File: src/design/fit_pkg.sv
// fit_pkg: shared types, constants and the membership function of the
// two-input fuzzy inference block. No dependencies.
package fit_pkg;

   localparam int REGION_COUNT = 5;
   localparam int RULE_COUNT   = 25;
   localparam int WEIGHT_FLOOR = 1;
   localparam int LEVEL_COUNT  = 8;
   localparam int LEVEL_ZERO   = 4;

   // datapath widths
   localparam int SAMPLE_W   = 16;
   localparam int DEG_W      = 13;   // 0..4096
   localparam int LEVEL_W    = 16;
   localparam int PROD_W     = 30;
   localparam int DEN_W      = 17;   // up to 25*4096
   localparam int NUM_W      = 35;
   localparam int MAG_W      = 33;
   localparam int Q_W        = 16;
   localparam int DIV_STAGES = 16;
   localparam int GROUP      = 5;
   localparam int LATENCY    = 5 + DIV_STAGES + 1;

   // csr register indexes
   localparam logic [3:0] CSR_LAST = 4'd7;

   // trapezoid shape codes
   localparam logic [1:0] SHAPE_LEFT    = 2'd0;
   localparam logic [1:0] SHAPE_REGULAR = 2'd1;
   localparam logic [1:0] SHAPE_RIGHT   = 2'd2;

   localparam logic [1:0] X_SHAPE [REGION_COUNT] =
      '{SHAPE_LEFT, SHAPE_REGULAR, SHAPE_REGULAR, SHAPE_REGULAR, SHAPE_RIGHT};
   localparam int X_A [REGION_COUNT] = '{-6144, -6144, -4096, 0, 4096};
   localparam int X_B [REGION_COUNT] = '{-4096, -4096, 0, 2048, 6144};
   localparam int X_C [REGION_COUNT] = '{0, -2048, 0, 4096, 0};
   localparam int X_D [REGION_COUNT] = '{0, 0, 4096, 6144, 0};

   localparam logic [1:0] Y_SHAPE [REGION_COUNT] =
      '{SHAPE_LEFT, SHAPE_REGULAR, SHAPE_REGULAR, SHAPE_REGULAR, SHAPE_RIGHT};
   localparam int Y_A [REGION_COUNT] = '{-8192, -8192, -4096, 0, 6144};
   localparam int Y_B [REGION_COUNT] = '{-6144, -6144, -2048, 4096, 8192};
   localparam int Y_C [REGION_COUNT] = '{0, -4096, 2048, 6144, 0};
   localparam int Y_D [REGION_COUNT] = '{0, 0, 4096, 8192, 0};

   // level slot per rule: 0..3 negative, 4 zero, 5..8 positive
   localparam int CONSEQUENT [25] = '{
      3, 1, 2, 8, 7,
      3, 1, 0, 8, 6,
      0, 0, 4, 8, 8,
      2, 0, 8, 7, 5,
      1, 0, 6, 7, 5};

   localparam logic signed [LEVEL_W-1:0] LEVEL_RESET [LEVEL_COUNT] =
      '{-16'sd100, -16'sd90, -16'sd80, -16'sd60, 16'sd60, 16'sd80, 16'sd90, 16'sd100};

   typedef logic [DEG_W-1:0] degree_type;
   typedef logic signed [LEVEL_W-1:0] level_type;

   typedef struct packed {
      logic signed [SAMPLE_W-1:0] x_sample;
      logic signed [SAMPLE_W-1:0] y_sample;
   } req_payload_type;

   typedef struct packed {
      logic signed [Q_W-1:0] drive_value;
      logic                  no_rule_fired;
   } rsp_payload_type;

   // sums handed from the rule stage to the divider
   typedef struct packed {
      logic                    valid;
      logic signed [NUM_W-1:0] num;
      logic [DEN_W-1:0]        den;
   } sums_type;

   // membership degree in Q0.12; every slope spans 0.5 or 1.0
   function automatic degree_type membership(input logic signed [SAMPLE_W-1:0] x,
                                             input int a, input int b, input int c,
                                             input int d, input logic [1:0] shape);
      logic signed [17:0] xs, as, bs, cs, ds, diff, span;
      degree_type r;
      xs = 18'(x);
      as = 18'(a);
      bs = 18'(b);
      cs = 18'(c);
      ds = 18'(d);
      r = '0;
      diff = '0;
      span = '0;
      case (shape)
         SHAPE_LEFT: begin
            if (xs <= as) r = 13'd4096;
            else if (xs >= bs) r = '0;
            else begin
               diff = bs - xs;
               span = bs - as;
               r = (span == 18'sd2048) ? 13'(diff <<< 1) : 13'(diff);
            end
         end
         SHAPE_RIGHT: begin
            if (xs <= as) r = '0;
            else if (xs >= bs) r = 13'd4096;
            else begin
               diff = xs - as;
               span = bs - as;
               r = (span == 18'sd2048) ? 13'(diff <<< 1) : 13'(diff);
            end
         end
         default: begin
            if (xs <= as || xs >= ds) r = '0;
            else if (xs >= bs && xs <= cs) r = 13'd4096;
            else if (xs <= bs) begin
               diff = xs - as;
               span = bs - as;
               r = (span == 18'sd2048) ? 13'(diff <<< 1) : 13'(diff);
            end else begin
               diff = ds - xs;
               span = ds - cs;
               r = (span == 18'sd2048) ? 13'(diff <<< 1) : 13'(diff);
            end
         end
      endcase
      return r;
   endfunction

endpackage

File: src/design/fit_divider.sv
// fit_divider: pipelined signed division, one quotient bit per stage, with
// the weight floor check. Depends on fit_pkg.
module fit_divider import fit_pkg::*; (
   input  logic            clock,
   input  logic            reset,
   input  sums_type        sums,
   output logic            out_valid,
   output rsp_payload_type out_data
);

   logic [DIV_STAGES:0] valid_ff;
   logic [DIV_STAGES:0] sign_ff;
   logic [DIV_STAGES:0] flag_ff;
   logic [DEN_W-1:0] rem_ff [DIV_STAGES+1];
   logic [Q_W-1:0]   low_ff [DIV_STAGES+1];
   logic [Q_W-1:0]   q_ff   [DIV_STAGES+1];
   logic [DEN_W-1:0] den_ff [DIV_STAGES+1];
   logic             ovalid_ff;
   rsp_payload_type  odata_ff;
   logic [MAG_W-1:0] mag;

   assign mag = sums.num[NUM_W-1] ? MAG_W'(-sums.num) : MAG_W'(sums.num);

   // valid bits
   always_ff @(posedge clock) begin
      if (reset) begin
         valid_ff <= '0;
         ovalid_ff <= 1'b0;
      end else begin
         valid_ff <= {valid_ff[DIV_STAGES-1:0], sums.valid};
         ovalid_ff <= valid_ff[DIV_STAGES];
      end
   end

   // entry: sign, magnitude split, floor check
   always_ff @(posedge clock) begin
      sign_ff[0] <= sums.num[NUM_W-1];
      flag_ff[0] <= (sums.den == '0) || ({15'd0, sums.den} < 32'(WEIGHT_FLOOR));
      rem_ff[0] <= mag[DEN_W+Q_W-1:Q_W];
      low_ff[0] <= mag[Q_W-1:0];
      q_ff[0] <= '0;
      den_ff[0] <= sums.den;
   end

   // restoring division stages
   for (genvar i = 0; i < DIV_STAGES; i++) begin : g_div
      logic [DEN_W:0] trial;
      logic           ge;
      assign trial = {rem_ff[i], low_ff[i][Q_W-1]};
      assign ge = trial >= {1'b0, den_ff[i]};
      always_ff @(posedge clock) begin
         rem_ff[i+1] <= ge ? DEN_W'(trial - {1'b0, den_ff[i]}) : trial[DEN_W-1:0];
         low_ff[i+1] <= {low_ff[i][Q_W-2:0], 1'b0};
         q_ff[i+1] <= {q_ff[i][Q_W-2:0], ge};
         den_ff[i+1] <= den_ff[i];
         sign_ff[i+1] <= sign_ff[i];
         flag_ff[i+1] <= flag_ff[i];
      end
   end

   // result register
   always_ff @(posedge clock) begin
      if (flag_ff[DIV_STAGES]) begin
         odata_ff.drive_value <= '0;
         odata_ff.no_rule_fired <= 1'b1;
      end else begin
         odata_ff.drive_value <= sign_ff[DIV_STAGES] ? -$signed(q_ff[DIV_STAGES])
                                                    : $signed(q_ff[DIV_STAGES]);
         odata_ff.no_rule_fired <= 1'b0;
      end
   end

   assign out_valid = ovalid_ff;
   assign out_data = odata_ff;

endmodule

File: config.mk
export PLATFORM = sky130hd
export DESIGN_NAME = fit_divider
export DESIGN_NICKNAME = d
export VERILOG_FILES = /design/src/design/fit_pkg.sv /design/src/design/fit_divider.sv
export SDC_FILE = /design/constraint.sdc
export NUM_CORES = 1
export LEC_CHECK = 0
export BUFFER_PORTS_ARGS = -buffer_cell sky130_fd_sc_hd__buf_2
export CELL_PAD_IN_SITES_DETAIL_PLACEMENT = 0
export CELL_PAD_IN_SITES_GLOBAL_PLACEMENT = 1
export CORE_UTILIZATION = 40
export DETAILED_ROUTE_END_ITERATION = 7
export GPL_TIMING_DRIVEN = 0
export PLACE_DENSITY = 0.73
export RECOVER_POWER = 50
export SYNTH_ARGS = -nofsm -noshare
export SYNTH_HDL_FRONTEND = slang
export SYNTH_SLANG_ARGS = --single-unit
File: constraint.sdc
create_clock -name clock -period 5.4 [get_ports clock]
set_clock_uncertainty 0.1 [all_clocks]
set_input_delay 0.54 -clock clock [delete_from_list [all_inputs] [get_ports clock]]
set_output_delay 0.54 -clock clock [all_outputs]
set_load 0.005 [all_outputs]
After elaboration in Yosys (flattened, before gate mapping)
Memories as Yosys holds them, arrays and structs flattened.
Cells that the tools add are included.
{ "op_classes": {"n_reduce_logical": 2, "mux": 19, "addsub": 18, "order_cmp": 17} }
{ "ops": {"columns": ["cell", "count"], "rows": [
  ["18-bit by 17-bit >= comparator with 1-bit output", 16],
  ["17-bit 2-to-1 mux", 16],
  ["17-bit subtractor", 16],
  ["33-bit 2-to-1 mux", 1],
  ["33-bit negation", 1],
  ["17-bit logical NOT", 1],
  ["17-bit by 1-bit less-than comparator with 1-bit output (second input constant)", 1],
  ["16-bit 2-to-1 mux", 1],
  ["16-bit negation", 1],
  ["1-bit logical OR", 1],
  ["1-bit 2-to-1 mux", 1]
]} }
{ "totals": {"inputBits": 55, "mem_bits_rw": 1122, "ff_bits": 69, "output_inout_bits": 18, "elab_cells": 98, "memories": 4} }
{ "memory_table": {"columns": ["memory", "depth", "width", "read_ports", "rd_ports_with_merged_regs", "wr", "line", "source"], "rows": [
  ["den_ff", 17, 17, 16, 0, 17, "fit_divider.sv:17", "logic [DEN_W-1:0] den_ff [DIV_STAGES+1];"],
  ["rem_ff", 17, 17, 16, 0, 17, "fit_divider.sv:14", "logic [DEN_W-1:0] rem_ff [DIV_STAGES+1];"],
  ["low_ff", 17, 16, 16, 0, 17, "fit_divider.sv:15", "logic [Q_W-1:0] low_ff [DIV_STAGES+1];"],
  ["q_ff", 17, 16, 17, 0, 17, "fit_divider.sv:16", "logic [Q_W-1:0] q_ff [DIV_STAGES+1];"]
]} }

Longest topological paths before layout
An unclocked memory read counts as a cell.
{ "depth": {"word_depth": 3, "depth_mapped": 14, "ltp_nobuf": 12} }

Worst setup path before layout
No wires, ideal clock.
{ "synth_path": {"kind": "flip-flop to flip-flop", "start": "mem low_ff[13][15], in the netlist low_ff[0][223]", "end": "mem rem_ff[14][8], in the netlist rem_ff[0][246]", "arrival_time_ns": 3.232, "path_buffers": 1, "setup_slack_ns": 1.947, "stages_incl_launch_ff": 14, "period_less_slack_ns": 3.453, "required_time_ns": 5.179, "setup_time_ns": 0.121, "cell_sequence": "dfxtp_1 -> inv_1 -> ha_1 -> inv_1 -> fa_1 -> a21oi_1 -> o221ai_1 -> o311a_1 -> nand2b_1 -> o21ai_0 -> a21oi_1 -> a2111oi_4 -> buf_2 -> mux2_2"} }
{ "synth_rtl": {"columns": ["item", "line"], "rows": [
  ["start, declared", "fit_divider.sv:15"],
  ["end, declared", "fit_divider.sv:14"]
]} }

==> flow_metrics.env <==
export IMPL_status="complete, no violations"
export IMPL_tightest_slew_ns=1.30
export IMPL_synth_most_common_cell="dfxtp_1"
export IMPL_path_cells="inv_1 -> ha_1 -> inv_1 -> fa_1 -> a211oi_1 -> o21bai_1 -> a21o_1 -> a21oi_1 -> a2111oi_0 -> a2111oi_1 -> clkbuf_1 -> o21ai_0"
export IMPL_holdBufCountCts=33
export IMPL_leakagePower_nw=17.8
export IMPL_grt_ovfl_total=0
export IMPL_cts_root_buf="clkbuf_16"
export IMPL_syn_num_nets=3692
export IMPL_worstPathMaxFanout=10
export IMPL_wire_per_inst_um=14.8
export IMPL_finalSetupViolCount=0
export IMPL_clock_latency_ns=0.65
export IMPL_start_kind="flip-flop"
export IMPL_dieArea_um2=87300
export IMPL_peakVddDrop_v=0.000292
export IMPL_min_period_ns=4.20
export IMPL_critPathRequiredTime_ns=5.80
export IMPL_r2r_start="low_ff[0][31]$_DFF_P_"
export IMPL_crit_slowest_cell="a2111oi_1"
export IMPL_ys_seq_area_share_pct=51.4
export IMPL_vias=22700
export IMPL_cts_tree="built"
export IMPL_min_to="rem_ff[0][10]$_DFF_P_"
export IMPL_rsz0062_at_grt="false"
export IMPL_critPathMaxStageDelay_ns=1.14
export IMPL_syn_inst=3348
export IMPL_synthFlopType="dfxtp_1"
export IMPL_synth_top_cell_by_area="dfxtp_1"
export IMPL_async_flop_share_pct=0
export IMPL_gp_congestion=0.817
export IMPL_maxCapViolCount=0
export IMPL_routed_via_density=4.77
export IMPL_worstSetupPathType="reg2reg"
export IMPL_drive_above_1_share_pct=10.9
export IMPL_clk_pin_slew_worst_paths_ns=0.06
export IMPL_row_count=107
export IMPL_synthToLayoutAreaGrowth_pct=16.0
export IMPL_cts_resized_gates=0
export IMPL_grt_pass1_vias=22700
export IMPL_core_um2=85300
export IMPL_hold_ws_ns=0.0450
export IMPL_ios=73
export IMPL_final_cell_area_um2=40000
export IMPL_r2r_setup_slack_ns=1.20
export IMPL_critPathArrivalTime_ns=4.60
export IMPL_grt_pass1_wl_mm=115
export IMPL_synthTopCellsByCount="dfxtp_1 (885), inv_1 (338), ha_1 (274), a21oi_1 (225), o21ai_0 (212)"
export IMPL_end_kind="flip-flop"
export IMPL_fin_setup_tns_ns=0
export IMPL_cts_htree_levels=3
export IMPL_drc=0
export IMPL_drtAntennaViolNets=0
export IMPL_place_ws_ns=1.24
export IMPL_stdcell_count=4769
export IMPL_r2r_cells=12
export IMPL_synthesis_area_um2=34500
export IMPL_crit_path_frequent_cell="inv_1"
export IMPL_synth_edf_count=0
export IMPL_synth_distinct_cells=73
export IMPL_cts_made_buffers=93
export IMPL_hold_violations=0
export IMPL_dp_cells=4563
export IMPL_holdPathStages=2
export IMPL_worst_slack_ns=1.20
export IMPL_drt_pass1_iterations=7
export IMPL_max_freq_mhz=238
export IMPL_fp_dieW_um=295
export IMPL_diodes=0
export IMPL_grt_usage_pct=16.4
export IMPL_antenna_found_initial=0
export IMPL_drt_iter0_drc=997
export IMPL_nets=3891
export IMPL_slew_headroom_pct=13.3
export IMPL_placed_area_um2=36200
export IMPL_clockBufferDepth=3
export IMPL_reg2reg_to="rem_ff[0][49]$_DFF_P_"
export IMPL_dp_hpwl_mm=54.2
export IMPL_yosys_warnings=0
export IMPL_totalPowerFinal_mw=26.4
export IMPL_drv_slew=0
export IMPL_grt_max_degree=16
export IMPL_post_cts_buffers=0
export IMPL_postSynthAreaPerCell_um2=10.3
export IMPL_final_core_utilization_pct=46.9
export IMPL_initial_utilization_pct=40.4
export IMPL_yosys_area_top_type_share_pct=51.4
export IMPL_hp_class="in2reg"
export IMPL_finalCritPeriodShare_pct=77.7
export IMPL_die_height_um=295
export IMPL_port_buffers=71
export IMPL_min_from="sums[43]"
export IMPL_finalWirelength_mm=70.5
export IMPL_power_density_nw_per_um2=661
export IMPL_ys_ff_latch=885
export IMPL_fillers=7960
export IMPL_synth_area_top_cells="dfxtp_1 (51%), ha_1 (9.9%), mux2_2 (4.3%)"
export IMPL_cts_sinks=885
-- report_power, final --
group          internal (mW)  switching, mW
clock                   4.19           2.61
sequential              8.41          0.888
combinational           4.77           5.53
total                   17.4           9.03
-- cells in the final DEF (no fill, tap or decap), types with 18 or more instances in the layout --
master,synthesis,layout
a31oi_1,28,28
a21o_1,71,71
o21a_1,50,50
dlygate4sd3_1,0,33
nand4_1,42,42
nor3_1,19,19
mux2_2,131,131
nor2_1,167,167
clkbuf_16,0,95
inv_1,338,338
clkbuf_1,57,68
dfxtp_1,885,885
nand2b_1,30,30
clkinv_2,0,18
nor2b_1,45,45
o21bai_1,26,26
a211oi_1,23,23
xor2_1,101,101
nand3_1,34,34
a21oi_1,225,225
o31ai_1,26,26
xnor2_1,144,144
ha_1,274,274
nand2_1,197,197
buf_2,3,73
o21ai_0,212,212
-- worst max path at each step --
stage	from	to	slack, ns	cells after the start
after floorplan	low_ff[0][223]$_DFF_P_	rem_ff[0][246]$_DFF_P_	1.95	13
after global placement	den_ff[0][238]$_DFF_P_	rem_ff[0][266]$_DFF_P_	0.57	12
after detailed placement	den_ff[0][17]$_DFF_P_	rem_ff[0][48]$_DFF_P_	1.24	11
after CTS	low_ff[0][31]$_DFF_P_	rem_ff[0][48]$_DFF_P_	1.20	12
after global routing	low_ff[0][31]$_DFF_P_	rem_ff[0][48]$_DFF_P_	0.85	12
final	low_ff[0][31]$_DFF_P_	rem_ff[0][49]$_DFF_P_	1.20	12
-- registers in the layout, summed over array words and instances (netlist names) --
name / cells
den_ff: 272
flag_ff: 17
low_ff: 136
out_data: 17
out_valid: 1
q_ff: 136
rem_ff: 272
sign_ff: 17
valid_ff: 17
-- cells by family after synthesis --
group / count (synthesis) / synth area share, %
adder cells (fa/ha/maj): 289 / 10.8
multiplexers: 141 / 4.57
flip-flops: 885 / 51.4
AO/OA/AOI/OAI: 769 / 13.9
AND/OR/NAND/NOR: 617 / 8.62
buffers and inverters: 402 / 4.39
XOR/XNOR: 245 / 6.23
-- layout make-up --
type,instances,area [um^2],share of cell area [%]
repair buffers,104,684,1.71
well taps,1144,1430,3.58
multi-input cells,2061,15200,38.1
plain buffers,64,244,0.610
clock inverters,56,813,2.03
clock buffers,117,2580,6.45
flip-flops and latches,885,17700,44.3
inverters,338,1270,3.17
-- layer usage --
layer | vias to the layer above | part of all wire, % | global-route usage [%]
met3 | 96 | 3.2 | 2.83
met4 | 0 | 2.0 | 4.74
met2 | 284 | 49 | 29.5
li1 | 11900 | - | -
met5 | - | 0 | 0
met1 | 10500 | 46 | 20.0
-- critical path, delay by kind of cell (launching register included) --
kind,cells,cell delay (ns)
compound gates,7,2.45
buf+inv,3,0.60
fa+ha+maj,2,0.58
flops,1,0.32
Note: power is estimated with default switching activity, not from simulation.
