[src/design/fit_pkg.sv]
// fit_pkg: shared types, constants and the membership function of the
// two-input fuzzy inference block. No dependencies.
package fit_pkg;

   localparam int REGION_COUNT = 5;
   localparam int RULE_COUNT   = 25;
   localparam int WEIGHT_FLOOR = 1;
   localparam int LEVEL_COUNT  = 8;
   localparam int LEVEL_ZERO   = 4;

   // datapath widths
   localparam int SAMPLE_W   = 16;
   localparam int DEG_W      = 13;   // 0..4096
   localparam int LEVEL_W    = 16;
   localparam int PROD_W     = 30;
   localparam int DEN_W      = 17;   // up to 25*4096
   localparam int NUM_W      = 35;
   localparam int MAG_W      = 33;
   localparam int Q_W        = 16;
   localparam int DIV_STAGES = 16;
   localparam int GROUP      = 5;
   localparam int LATENCY    = 5 + DIV_STAGES + 1;

   // csr register indexes
   localparam logic [3:0] CSR_LAST = 4'd7;

   // trapezoid shape codes
   localparam logic [1:0] SHAPE_LEFT    = 2'd0;
   localparam logic [1:0] SHAPE_REGULAR = 2'd1;
   localparam logic [1:0] SHAPE_RIGHT   = 2'd2;

   localparam logic [1:0] X_SHAPE [REGION_COUNT] =
      '{SHAPE_LEFT, SHAPE_REGULAR, SHAPE_REGULAR, SHAPE_REGULAR, SHAPE_RIGHT};
   localparam int X_A [REGION_COUNT] = '{-6144, -6144, -4096, 0, 4096};
   localparam int X_B [REGION_COUNT] = '{-4096, -4096, 0, 2048, 6144};
   localparam int X_C [REGION_COUNT] = '{0, -2048, 0, 4096, 0};
   localparam int X_D [REGION_COUNT] = '{0, 0, 4096, 6144, 0};

   localparam logic [1:0] Y_SHAPE [REGION_COUNT] =
      '{SHAPE_LEFT, SHAPE_REGULAR, SHAPE_REGULAR, SHAPE_REGULAR, SHAPE_RIGHT};
   localparam int Y_A [REGION_COUNT] = '{-8192, -8192, -4096, 0, 6144};
   localparam int Y_B [REGION_COUNT] = '{-6144, -6144, -2048, 4096, 8192};
   localparam int Y_C [REGION_COUNT] = '{0, -4096, 2048, 6144, 0};
   localparam int Y_D [REGION_COUNT] = '{0, 0, 4096, 8192, 0};

   // level slot per rule: 0..3 negative, 4 zero, 5..8 positive
   localparam int CONSEQUENT [25] = '{
      3, 1, 2, 8, 7,
      3, 1, 0, 8, 6,
      0, 0, 4, 8, 8,
      2, 0, 8, 7, 5,
      1, 0, 6, 7, 5};

   localparam logic signed [LEVEL_W-1:0] LEVEL_RESET [LEVEL_COUNT] =
      '{-16'sd100, -16'sd90, -16'sd80, -16'sd60, 16'sd60, 16'sd80, 16'sd90, 16'sd100};

   typedef logic [DEG_W-1:0] degree_type;
   typedef logic signed [LEVEL_W-1:0] level_type;

   typedef struct packed {
      logic signed [SAMPLE_W-1:0] x_sample;
      logic signed [SAMPLE_W-1:0] y_sample;
   } req_payload_type;

   typedef struct packed {
      logic signed [Q_W-1:0] drive_value;
      logic                  no_rule_fired;
   } rsp_payload_type;

   // sums handed from the rule stage to the divider
   typedef struct packed {
      logic                    valid;
      logic signed [NUM_W-1:0] num;
      logic [DEN_W-1:0]        den;
   } sums_type;

   // membership degree in Q0.12; every slope spans 0.5 or 1.0
   function automatic degree_type membership(input logic signed [SAMPLE_W-1:0] x,
                                             input int a, input int b, input int c,
                                             input int d, input logic [1:0] shape);
      logic signed [17:0] xs, as, bs, cs, ds, diff, span;
      degree_type r;
      xs = 18'(x);
      as = 18'(a);
      bs = 18'(b);
      cs = 18'(c);
      ds = 18'(d);
      r = '0;
      diff = '0;
      span = '0;
      case (shape)
         SHAPE_LEFT: begin
            if (xs <= as) r = 13'd4096;
            else if (xs >= bs) r = '0;
            else begin
               diff = bs - xs;
               span = bs - as;
               r = (span == 18'sd2048) ? 13'(diff <<< 1) : 13'(diff);
            end
         end
         SHAPE_RIGHT: begin
            if (xs <= as) r = '0;
            else if (xs >= bs) r = 13'd4096;
            else begin
               diff = xs - as;
               span = bs - as;
               r = (span == 18'sd2048) ? 13'(diff <<< 1) : 13'(diff);
            end
         end
         default: begin
            if (xs <= as || xs >= ds) r = '0;
            else if (xs >= bs && xs <= cs) r = 13'd4096;
            else if (xs <= bs) begin
               diff = xs - as;
               span = bs - as;
               r = (span == 18'sd2048) ? 13'(diff <<< 1) : 13'(diff);
            end else begin
               diff = ds - xs;
               span = ds - cs;
               r = (span == 18'sd2048) ? 13'(diff <<< 1) : 13'(diff);
            end
         end
      endcase
      return r;
   endfunction

endpackage

[src/design/fit_fuzzify.sv]
// fit_fuzzify: first pipeline stage, five membership degrees per input.
// Depends on fit_pkg.
module fit_fuzzify import fit_pkg::*; (
   input  logic            clock,
   input  logic            reset,
   input  logic            in_valid,
   input  req_payload_type in_data,
   output logic            out_valid,
   output degree_type      mx [REGION_COUNT],
   output degree_type      my [REGION_COUNT]
);

   logic       valid_ff;
   degree_type mx_ff [REGION_COUNT];
   degree_type my_ff [REGION_COUNT];

   // valid bit
   always_ff @(posedge clock) begin
      if (reset) valid_ff <= 1'b0;
      else valid_ff <= in_valid;
   end

   // degree registers
   always_ff @(posedge clock) begin
      for (int r = 0; r < REGION_COUNT; r++) begin
         mx_ff[r] <= membership(in_data.x_sample, X_A[r], X_B[r], X_C[r], X_D[r], X_SHAPE[r]);
         my_ff[r] <= membership(in_data.y_sample, Y_A[r], Y_B[r], Y_C[r], Y_D[r], Y_SHAPE[r]);
      end
   end

   assign out_valid = valid_ff;
   assign mx = mx_ff;
   assign my = my_ff;

endmodule

[config.mk]
export PLATFORM = sky130hd
export DESIGN_NAME = fit_fuzzify
export DESIGN_NICKNAME = d
export VERILOG_FILES = /design/src/design/fit_pkg.sv /design/src/design/fit_fuzzify.sv
export SDC_FILE = /design/constraint.sdc
export NUM_CORES = 1
export LEC_CHECK = 0
export BUFFER_PORTS_ARGS = -buffer_cell sky130_fd_sc_hd__buf_2
export CAP_MARGIN = 20
export CELL_PAD_IN_SITES_DETAIL_PLACEMENT = 1
export CELL_PAD_IN_SITES_GLOBAL_PLACEMENT = 1
export CORE_MARGIN = 2
export CORE_UTILIZATION = 40
export DETAILED_ROUTE_END_ITERATION = 8
export GPL_ROUTABILITY_DRIVEN = 0
export PLACE_DENSITY = 0.91
export SETUP_SLACK_MARGIN = 0.15
export SLEW_MARGIN = 10
export SYNTH_ARGS = -nofsm -noshare
export SYNTH_HDL_FRONTEND = slang
export SYNTH_SLANG_ARGS = --single-unit
[constraint.sdc]
create_clock -name clock -period 4.2 [get_ports clock]
set_clock_uncertainty 0.05 [all_clocks]
set_input_delay 0.84 -clock clock [delete_from_list [all_inputs] [get_ports clock]]
set_output_delay 0.84 -clock clock [all_outputs]
set_load 0.01 [all_outputs]
Yosys cells after proc, flatten, opt, wreduce, memory -nomap -nowiden
Cells that the tools add are included.
{ "totals": {"reg_bits": 131, "latchBits": 0, "ram_bits": 0, "romBits": 0, "inputBits": 35, "output_inout_bits": 131, "word_cells": 102, "n_memories": 0} }
{ "op_classes": {"add_sub_neg": 14, "n_mul": 0, "div_mod_pow": 0, "magnitude_cmp": 24, "eq_ne": 0, "shifts": 0, "muxes": 16, "n_bitwise": 1, "n_reduce_logical": 24} }
{ "ops": {"columns": ["op", "n"], "rows": [
  ["13-bit 2-to-1 mux", 16],
  ["16-bit by 14-bit less-or-equal comparator with 1-bit output (second input constant)", 6],
  ["16-bit by 14-bit >= comparator with 1-bit output (second input constant)", 4],
  ["16-bit by 13-bit less-or-equal comparator with 1-bit output (second input constant)", 4],
  ["1-bit by 12-bit subtractor with 12-bit output (first input constant)", 4],
  ["12-bit by 1-bit subtractor with 12-bit output (second input constant)", 3],
  ["16-bit by 1-bit >= comparator with 1-bit output (second input constant)", 2],
  ["16-bit by 13-bit >= comparator with 1-bit output (second input constant)", 2],
  ["16-bit by 1-bit less-or-equal comparator with 1-bit output (second input constant)", 2],
  ["16-bit by 12-bit less-or-equal comparator with 1-bit output (second input constant)", 2],
  ["12-bit subtractor (first input constant)", 2],
  ["12-bit subtractor (second input constant)", 2],
  ["2-bit OR reduction", 10],
  ["16-bit by 12-bit >= comparator with 1-bit output (second input constant)", 1],
  ["16-bit by 15-bit >= comparator with 1-bit output (second input constant)", 1],
  ["1-bit by 13-bit subtractor with 13-bit output (first input constant)", 1],
  ["13-bit subtractor (first input constant)", 1],
  ["13-bit subtractor (second input constant)", 1],
  ["1-bit logical AND", 6],
  ["1-bit logical OR", 6],
  ["3-bit OR reduction", 2],
  ["1-bit inverter", 1]
]} }

Logic depth before layout (Yosys ltp)
Gate-level depths: netlist (run 1).
{ "depth": {"depth_word": 3, "depth_mapped": 8} }

Worst setup path before layout (run 1)
No wires, ideal clock.
{ "synth_timing": {"path_kind": "input port to flip-flop", "start": "input in_data[19] (netlist name)", "end": "register mx_ff, in the netlist mx[41]", "setup_ns": 0.129, "arrival_ns": 2.542, "setup_slack_ns": 1.480, "stages": 8, "path_cell_list": "buf_6 -> or4_4 -> buf_6 -> or4_4 -> nand2_2 -> buf_6 -> mux2i_1 -> nor2_2"} }
{ "synth_via": {"elab_chain_len": 3} }
{ "synth_lines": {"columns": ["element", "line", "source"], "rows": [
  ["start: declaration", "fit_fuzzify.sv:7", "input req_payload_type in_data,"],
  ["16-bit by 14-bit less-or-equal comparator with 1-bit output (tied with other cells)", "fit_pkg.sv:111", "if (xs <= as || xs >= ds) r = '0;"],
  ["1-bit logical OR or 1-bit logical AND (tied branches)", "fit_pkg.sv:111, fit_pkg.sv:112", null],
  ["2-bit OR reduction (no line)", null, null],
  ["end signal: indexed assignment", "fit_fuzzify.sv:26", "mx_ff[r] <= membership(in_data.x_sample, X_A[r], X_B[r], X_C[r], X_D[r], X_SHAPE[r]);"],
  ["end: declaration", "fit_fuzzify.sv:14", "degree_type mx_ff [REGION_COUNT];"]
]} }
Several ways; a longest one is shown, not always the timed one.
A chain may end at the register's enable or synchronous reset.

Final worst setup path (run 1)
{ "layout_timing": {"start": "input in_data[16] (netlist name)", "end": "register mx_ff, in the netlist mx[27]"} }
{ "layout_via": {"elab_chain_len": 3} }
{ "layout_lines": {"columns": ["element", "line"], "rows": [
  ["16-bit by 13-bit less-or-equal comparator with 1-bit output (tied with other cells)", "fit_pkg.sv:111"],
  ["1-bit logical OR or 1-bit logical AND (tied branches)", "fit_pkg.sv:111, fit_pkg.sv:112"],
  ["2-bit OR reduction (no line)", null]
]} }
Several ways; a longest one is shown, not always the timed one.

==> impl_metrics.json, run 1 <==
{
  "status": "complete, no violations",
  "cts.htree.levels": 4,
  "fin_ws_ns": 0.8828,
  "ys_ff_latch": 124,
  "io_pins": 166,
  "drc": 0,
  "fmax_mhz": 301.5,
  "syn_area_sq_mm": 0.004946,
  "tritoncts": "built",
  "total_power_mw": 2.934,
  "maxCapViolCount": 0,
  "clockBufferDepth": 2,
  "synth_warnings": 0,
  "synth_top_cell_area_share_pct": 50.19,
  "die_w_um": 115.2,
  "synth_top_cell_by_area": "dfxtp_1",
  "core.rowCount": 40,
  "post-synth-top-count-cell": "dfxtp_1",
  "post-dp-hpwl_um": 10840,
  "hold_viol": 0,
  "grt_pass1_wl_um": 25130,
  "vias": 4363,
  "synth_area_per_cell_sq_um": 9.297,
  "grt_overflow": 0,
  "die-area_sq_mm": 0.01327,
  "finalSetupViolCount": 0,
  "critical_path.max_fanout": 11,
  "worst_ep_arrival_time_ns": 3.53,
  "post_drt_wl_per_cell_um": 18.99,
  "drt_iter0_markers": 186,
  "insertedDiodeCount": 0,
  "fin_crit_ns": 3.317,
  "grt_pass1_vias": 4541,
  "coreArea_sq_mm": 0.01206,
  "cp.required_ns": 4.42,
  "fin_cells": 854,
  "synthArstFlopShare_pct": 0,
  "yosysUniqueCellTypes": 54,
  "synthCells": 532,
  "cts_setup_buffers": 0,
  "vias_per_cell": 5.109,
  "place_inst": 822,
  "worstSetupEndpointType": "flop",
  "drt_first_pass_iters": 4,
  "synth_common_cells": "dfxtp_1, nor2_1, xnor2_1",
  "grt_max_degree": 33,
  "grt_use_total_pct": 25.04,
  "tightest_slew_ns": 1.099,
  "p_leak_nw": 2.984,
  "ctsHoldBuffers": 0,
  "die_y_um": 115.2,
  "clock-sinks": 124,
  "totalWireLength_um": 16220,
  "portBuffers": 158,
  "crit_type": "primary input to flop",
  "synth_edf_count": 0,
  "ir_drop_mv": 0.2328,
  "worst_path_max_delay_cell": "nor3b_1",
  "dpl_worst_slack_ns": 0.6360,
  "cts_resized": 0,
  "crit_chain": "buf_2 > inv_1 > ha_1 > nor3b_1 > nand3_1 > o31a_1 > o21bai_2 > a21oi_1",
  "synthTopCellsByArea": "dfxtp_1, nor2_1, mux2i_1",
  "ant_nets": 0,
  "synth_ff_type": "dfxtp_1",
  "syn2layout_area_growth_pct": 27.73,
  "numCtsBuffers": 17,
  "antenna_found_initial": 0,
  "cpPeakStageDelay_ns": 0.66,
  "cp-start-kind": "primary input",
  "start_util_pct": 41.01,
  "root_buffer": "clkbuf_16",
  "clk_pin_slew_ns": 0.06,
  "layout-drive-gt1-share_pct": 32.22,
  "final_area_sq_mm": 0.006317,
  "placed_area_sq_mm": 0.005753,
  "timing.hold.ws_ns": 0.5269,
  "setup_tns_ns": 0,
  "final_nets": 710,
  "synth-seq-area-share_pct": 50.19,
  "rsz0062_at_grt": "false",
  "power_density_mw_per_mm2": 464.4,
  "post-route-util_pct": 52.38,
  "slew-limit-headroom_pct": 26.32,
  "drv_slew": 0,
  "hold_class": "primary input to flop",
  "fin_crit_sh_pct": 78.98
}
cells in the final DEF (no fill, tap or decap), types with 4 or more instances in the layout:
master,synthesis,final
buf_2,11,158
dfxtp_1,124,124
nor2_1,94,94
xnor2_1,26,26
mux2i_1,24,24
and2_1,22,22
xor2_1,21,21
nor3_1,20,20
nand2_1,17,17
clkbuf_16,0,17
inv_1,13,13
a21oi_1,10,10
nor2_2,10,10
nand3_1,9,9
o21ai_0,9,9
or3_1,8,8
a211oi_1,8,8
nor2b_1,7,7
conb_1,1,7
inv_6,0,6
nor4_1,4,4
nand4_1,4,4
a21oi_2,4,4
o21ai_1,4,4
buf_4,8,4
cell type report:
type                            instances  area, sq um
Fill cell                            1438         5744
Timing Repair Buffer                  162        820.8
Clock inverter                         14        135.1
Inverter                               14        52.55
Sequential cell                       124         2482
Tap cell                              168        210.2
Clock buffer                           18        429.2
Multi-Input combinational cell        354         2187
worst max-delay path, delay by kind of cell:
| family | cells | cell delay [ns] |
|---|---|---|
| and+or+nand+nor | 2 | 1.06 |
| AOI/OAI and AO/OA | 3 | 1.08 |
| adders and majority gates | 1 | 0.29 |
| buffers and inverters | 2 | 0.26 |
flip-flops by register name, summed over array words and instances, names as in the netlist:
name / flops
mx: 61
my: 62
out_valid: 1
logic make-up (layout without fill, tap and decap cells):
group | after synthesis | count (layout) | synth area share (%)
flip-flops | 124 | 124 | 50.19
AND/OR/NAND/NOR | 219 | 219 | 22.44
XOR/XNOR | 47 | 47 | 8.323
buffers and inverters | 60 | 208 | 6.046
multiplexers | 24 | 24 | 4.857
AO/OA/AOI/OAI | 55 | 55 | 7.564
adder cells (fa/ha/maj) | 2 | 2 | 0.5059
other | 1 | 7 | 0.07582
metal layers:
layer	track usage [%]	vias to the layer above	wire length (um)
li1	-	2025	-
met4	11.89	0	593
met2	44.98	210	8264
met3	5.166	46	909
met1	28.30	2082	6453
met5	0	-	0
path summary, 6_finish.rpt:
path / from / endpoint / slack (ns) / depth (start not counted)
worst max-delay path: in_data[16] / mx[27] / 0.88 / 8
worst min-delay path: reset / out_valid / 0.53 / 2
where the power goes:
group | total, mW | switching, mW | internal, mW
clock network | 1.42 | 0.588 | 0.827
registers | 1.22 | 0.0100 | 1.21
logic | 0.301 | 0.192 | 0.109
total | 2.93 | 0.790 | 2.14
(Power assumes the default switching activity.)
==> run 2, diff against run 1 <==
--- a/config.mk
+++ b/config.mk
@@ -10,10 +10,10 @@
 export CELL_PAD_IN_SITES_DETAIL_PLACEMENT = 1
 export CELL_PAD_IN_SITES_GLOBAL_PLACEMENT = 1
 export CORE_MARGIN = 2
-export CORE_UTILIZATION = 40
+export CORE_UTILIZATION = 37
 export DETAILED_ROUTE_END_ITERATION = 8
 export GPL_ROUTABILITY_DRIVEN = 0
-export PLACE_DENSITY = 0.91
+export PLACE_DENSITY = 0.85
 export SETUP_SLACK_MARGIN = 0.15
 export SLEW_MARGIN = 10
 export SYNTH_ARGS = -nofsm -noshare
==> constraint.sdc (replaced) <==
create_clock -name clock -period 3.2 [get_ports clock]
set_clock_uncertainty 0.05 [all_clocks]
set_input_delay 0.64 -clock clock [delete_from_list [all_inputs] [get_ports clock]]
set_output_delay 0.64 -clock clock [all_outputs]
set_load 0.01 [all_outputs]
==> run 2 against run 1 <==
Flip-flop and latch count stayed put. Power is 30% higher. Routed wire length is 1.4% lower. Final cell count is 1.9% higher. Via count is 0.53% higher. Die area is 7.8% higher. Critical path depth is 2 lower. Hold slack worse by 0.19 ns. Core utilization is 3.7 points lower. Sequential power is 31% higher. Combinational power is 31% higher. Sequential share of layout area is 0.46 points lower. Critical endpoint is now my[24].
==> impl_metrics.json, run 2 (synthesis results as in run 1) <==
{
  "post-route-util_pct": 48.66,
  "crit_chain": "buf_2 > nor4_2 > nand4_1 > nand2_1 > a211o_1 > nor2_1",
  "total_power_mw": 3.812,
  "die_w_um": 119.6,
  "ir_drop_mv": 0.2906,
  "cp_num_buf_inv": 1,
  "crit_type": "primary input to flop",
  "cp.required_ns": 3.42,
  "critical_path.max_fanout": 12,
  "p_leak_nw": 3.038,
  "post_drt_wl_per_cell_um": 18.38,
  "cp_top_family": "simple AND/OR/NAND/NOR gates",
  "hp-start": "reset",
  "vias": 4386,
  "clockBufferDepth": 2,
  "grt_use_total_pct": 22.61,
  "io_pins": 166,
  "vias_per_cell": 5.041,
  "syn2layout_area_growth_pct": 29.24,
  "final_nets": 721,
  "clock-sinks": 124,
  "hold_viol": 0,
  "cpPeakStageDelay_ns": 0.49,
  "coreArea_sq_mm": 0.01314,
  "numCtsBuffers": 17,
  "mostFrequentLayoutCell": "buf_2",
  "drv_slew": 0,
  "insertedDiodeCount": 0,
  "finalSetupViolCount": 0,
  "power_density_mw_per_mm2": 596.4,
  "cp-start-kind": "primary input",
  "rsz0062_at_grt": "false",
  "tightest_slew_ns": 0.8140,
  "slew-limit-headroom_pct": 45.70,
  "drt_first_pass_iters": 5,
  "worst_path_max_delay_cell": "a211o_1",
  "multiInputGateArea_sq_mm": 0.002187,
  "critPathLaunch": "in_data[3]",
  "cts_resized": 0,
  "worst_ep_arrival_time_ns": 2.75,
  "grt_max_degree": 32,
  "clk_pin_slew_ns": 0.06,
  "drc": 0,
  "fin_crit_sh_pct": 79.06,
  "cts.htree.levels": 4,
  "fmax_mhz": 395.3,
  "die-area_sq_mm": 0.01431,
  "final_cell_mix": "buf_2, dfxtp_1, nor2_1",
  "hold_class": "primary input to flop",
  "totalWireLength_um": 15990,
  "maxCapViolCount": 0,
  "fin_crit_ns": 2.530,
  "status": "complete, no violations",
  "root_buffer": "clkbuf_16",
  "fillers": 1588,
  "largest_register_ffs": 62,
  "holdPathEnd": "out_valid",
  "core.rowCount": 42,
  "grt_pass1_vias": 4563,
  "grt_overflow": 0,
  "post-dp-hpwl_um": 11630,
  "ant_nets": 0,
  "cp_num_cells": 6,
  "placed_area_sq_mm": 0.005846,
  "worstSetupEndpointType": "flop",
  "antenna_found_initial": 0,
  "drt_iter0_markers": 279,
  "start_util_pct": 37.65,
  "final_area_sq_mm": 0.006392,
  "setup_tns_ns": 0,
  "layout-drive-gt1-share_pct": 32.71,
  "cts_setup_buffers": 0,
  "portBuffers": 158,
  "ctsHoldBuffers": 0,
  "die_y_um": 119.6,
  "grt_pass1_wl_um": 24780,
  "timing.hold.ws_ns": 0.3360,
  "hold_depth": 2,
  "seqCellArea_sq_mm": 0.002482,
  "tritoncts": "built"
}
run 2: cell count changes in the layout (fill, tap and decap cells not counted), sizes merged:
cell	before	now
buf	162	173
inv	20	13
clkbuf	18	21
clkinv	4	6
clkinvlp	3	1
bufinv	1	2
run 2: through the flow:
| step | instances | setup slack (ns) |
|---|---|---|
| CTS | 870 | 0.6865 |
| finish | 870 | 0.6701 |
| floorplan | 538 | 0.6796 |
| global route | 870 | 0.5036 |
| detailed placement | 841 | 0.2738 |
| global placement | 841 | 0.3225 |
run 2: cell type report:
| class | instances | area share (%) |
|---|---|---|
| Tap cell | 176 | 3.445 |
| Inverter | 14 | 0.8221 |
| Clock inverter | 8 | 1.507 |
| Multi-Input combinational cell | 354 | 34.21 |
| Clock buffer | 21 | 7.046 |
| Timing Repair Buffer | 173 | 14.13 |
| Sequential cell | 124 | 38.83 |
run 2: worst max-delay path by stage:
stage | slack (ns) | to
after floorplan | 0.68 | mx[41]
after global placement | 0.32 | mx[23]
after detailed placement | 0.27 | mx[23]
after CTS | 0.69 | mx[32]
after global routing | 0.50 | my[24]
final | 0.67 | my[24]
run 2: power breakdown:
part           internal, mW  switching [mW]
sequential             1.59          0.0137
combinational         0.148           0.246
clock                  1.15           0.670
total                  2.88           0.930
run 2: routing by layer:
layer | up-vias | track usage [%] | wire length, um
met4 | 0 | 9.265 | 417
met3 | 27 | 5.941 | 1029
met1 | 2133 | 24.17 | 5957
li1 | 2037 | - | -
met2 | 189 | 41.96 | 8583
met5 | - | 0 | 0
==> run 3, diff against run 2 <==
--- a/config.mk
+++ b/config.mk
@@ -5,15 +5,16 @@
 export SDC_FILE = /design/constraint.sdc
 export NUM_CORES = 1
 export LEC_CHECK = 0
+export ABC_AREA = 1
 export BUFFER_PORTS_ARGS = -buffer_cell sky130_fd_sc_hd__buf_2
 export CAP_MARGIN = 20
 export CELL_PAD_IN_SITES_DETAIL_PLACEMENT = 1
 export CELL_PAD_IN_SITES_GLOBAL_PLACEMENT = 1
 export CORE_MARGIN = 2
-export CORE_UTILIZATION = 37
+export CORE_UTILIZATION = 32
 export DETAILED_ROUTE_END_ITERATION = 8
 export GPL_ROUTABILITY_DRIVEN = 0
-export PLACE_DENSITY = 0.85
+export PLACE_DENSITY = 0.81
 export SETUP_SLACK_MARGIN = 0.15
 export SLEW_MARGIN = 10
 export SYNTH_ARGS = -nofsm -noshare
==> constraint.sdc (replaced) <==
create_clock -name clock -period 2.1 [get_ports clock]
set_clock_uncertainty 0.05 [all_clocks]
set_input_delay 0.42 -clock clock [delete_from_list [all_inputs] [get_ports clock]]
set_output_delay 0.42 -clock clock [all_outputs]
set_load 0.01 [all_outputs]
==> run 3 against run 2 <==
Sequential power up 56%. Critical path depth up 4. Hold slack worse by 0.23 ns. Via count up 19%. Clock power up 50%. Routed wire length up 17%. Final cell count up 28%. Flip-flop and latch count unchanged. Final area up 5.9%. Largest cell class unchanged. Highest routed layer unchanged.
==> impl_metrics.json, run 3 <==
{
  "worstSetupEndpointType": "flop",
  "tightest_slew_ns": 0.6636,
  "crit_type": "primary input to flop",
  "yosysUniqueCellTypes": 30,
  "root_buffer": "clkbuf_16",
  "final_cell_mix": "nand2_1, buf_2, dfxtp_1",
  "post-dp-hpwl_um": 13870,
  "synthSimpleGateAreaFrac_pct": 32.72,
  "crit_path_end": "my[57]",
  "critPathLaunch": "in_data[0]",
  "fillers": 2103,
  "hold_class": "primary input to flop",
  "insertedDiodeCount": 0,
  "numCtsBuffers": 17,
  "post_drt_wl_per_cell_um": 16.81,
  "ys_ff_latch": 124,
  "die_y_um": 132.2,
  "p_leak_nw": 3.643,
  "clk_pin_slew_ns": 0.05,
  "fin_cells": 1111,
  "totalWireLength_um": 18670,
  "core.rowCount": 46,
  "grt_max_degree": 17,
  "synthAdderAreaFrac_pct": 0.4756,
  "grt_pass1_vias": 5345,
  "grt_overflow": 0,
  "synth_warnings": 0,
  "syn2layout_area_growth_pct": 28.66,
  "die-area_sq_mm": 0.01748,
  "ant_nets": 0,
  "tritoncts": "built",
  "muxShareOfSynthArea_pct": 0,
  "maxCapViolCount": 0,
  "synthArstFlopShare_pct": 0,
  "cts_setup_buffers": 0,
  "synth_compound_gate_area_share_pct": 8.086,
  "portBuffers": 158,
  "multiInputGateArea_sq_mm": 0.002260,
  "vias_per_cell": 4.716,
  "synth-seq-area-share_pct": 47.18,
  "die_w_um": 132.2,
  "synth_top_cell_area_share_pct": 47.18,
  "coreArea_sq_mm": 0.01600,
  "power_density_mw_per_mm2": 880.8,
  "cts_resized": 0,
  "clock-sinks": 124,
  "ir_drop_mv": 0.6073,
  "hold_depth": 2,
  "grt_pass1_wl_um": 29380,
  "fin_crit_sh_pct": 79.80,
  "finalSetupViolCount": 0,
  "drc": 0,
  "drv_slew": 0,
  "setup_tns_ns": 0,
  "post-route-util_pct": 42.31,
  "synth_common_cells": "nand2_1, dfxtp_1, nor2_1",
  "synth_edf_count": 0,
  "place_inst": 1080,
  "largest_register_ffs": 62,
  "synth_ff_type": "dfxtp_1",
  "status": "complete, no violations",
  "cp.required_ns": 2.35,
  "mostFrequentLayoutCell": "nand2_1",
  "grt_use_total_pct": 21.64,
  "timing.hold.ws_ns": 0.1024,
  "synth_area_per_cell_sq_um": 7.389,
  "yosys.area_share.xor_xnor_pct": 1.165,
  "cp-start-kind": "primary input",
  "total_power_mw": 5.962,
  "antenna_found_initial": 0,
  "drt_iter0_markers": 348,
  "vias": 5239,
  "critical_path.max_fanout": 8,
  "synth_top_family_by_area": "simple AND/OR/NAND/NOR gates",
  "syn_area_sq_mm": 0.005261,
  "post-synth-top-count-cell": "nand2_1",
  "final_nets": 920,
  "rsz0062_at_grt": "false",
  "synth_top_cell_by_area": "dfxtp_1",
  "fin_crit_ns": 1.676,
  "layout-drive-gt1-share_pct": 28.83,
  "seqCellArea_sq_mm": 0.002482,
  "synthTopCellsByArea": "dfxtp_1, nand2_1, nor2_1",
  "slew-limit-headroom_pct": 55.76,
  "ctsHoldBuffers": 0,
  "io_pins": 166,
  "worst_ep_arrival_time_ns": 1.93,
  "hold_viol": 0,
  "clockBufferDepth": 2,
  "fmax_mhz": 596.7,
  "cts.htree.levels": 4,
  "synthCells": 712,
  "start_util_pct": 32.88,
  "drt_first_pass_iters": 5
}
==> run 3: cell types whose count changed after synthesis, sizes merged, moves of 9 or more <==
cell	previous run	this run
a21oi	14	63
xnor2	26	2
nor3	20	1
nand3	9	38
inv	13	80
and2	23	0
nand2	18	233
mux2i	24	0
nor2	104	113
xor2	21	5
clkbuf	23	0
==> run 3: metal layers <==
metal	vias to the layer above	routed length [um]	GRT usage, %
li1	2524	-	-
met1	2474	8308	27.83
met2	207	8691	34.92
met3	34	1167	5.267
met4	0	503	8.722
met5	-	0	0
==> run 3: final cells by class <==
class / instances / share of cell area (%)
clock buffer: 23 / 7.061
timing repair buffer: 174 / 13.46
multi-input combinational: 486 / 33.38
tap: 216 / 3.993
clock inverter: 8 / 0.9982
inverter: 80 / 4.436
sequential: 124 / 36.67
==> run 3: stage by stage <==
step	area (sq um)	setup slack, ns
6_report	6769	0.4242
5_1_grt	6769	0.3324
4_1_cts	6769	0.4478
3_5_place_dp	6223	0.001073
3_3_place_gp	6223	0.01558
2_1_floorplan	5284	0.4397
==> run 3: worst min path at each step <==
stage,from,end,slack [ns]
detailed placement,reset,out_valid,0.54
CTS,reset,out_valid,0.09
global placement,reset,out_valid,0.53
floorplan,reset,out_valid,0.44
global route,reset,out_valid,0.11
finish,reset,out_valid,0.10
==> run 3: logic make-up (layout without fill, tap and decap cells) <==
group,Yosys count,after routing
AOI/OAI and AO/OA,77,77
xor gates and xnor gates,7,7
buffers and inverters,108,285
other,1,7
DFF,124,124
and+or+nand+nor,393,393
adders and majority gates,2,2
==> run 3: critical path, stage by stage <==
cell and delay (ns):
buf_2 0.16, inv_2 0.17, ha_1 0.21, nand2_2 0.13, nor2_4 0.21, nand3_1 0.14, nand2_1 0.09, nand2_1 0.12
nand2_2 0.21, nor2_1 0.07
==> run 3: where the power goes <==
part / switching [mW] / internal [mW] / total [mW]
clock: 1.03 / 1.70 / 2.73
sequential: 0.0341 / 2.45 / 2.49
combinational: 0.512 / 0.229 / 0.741
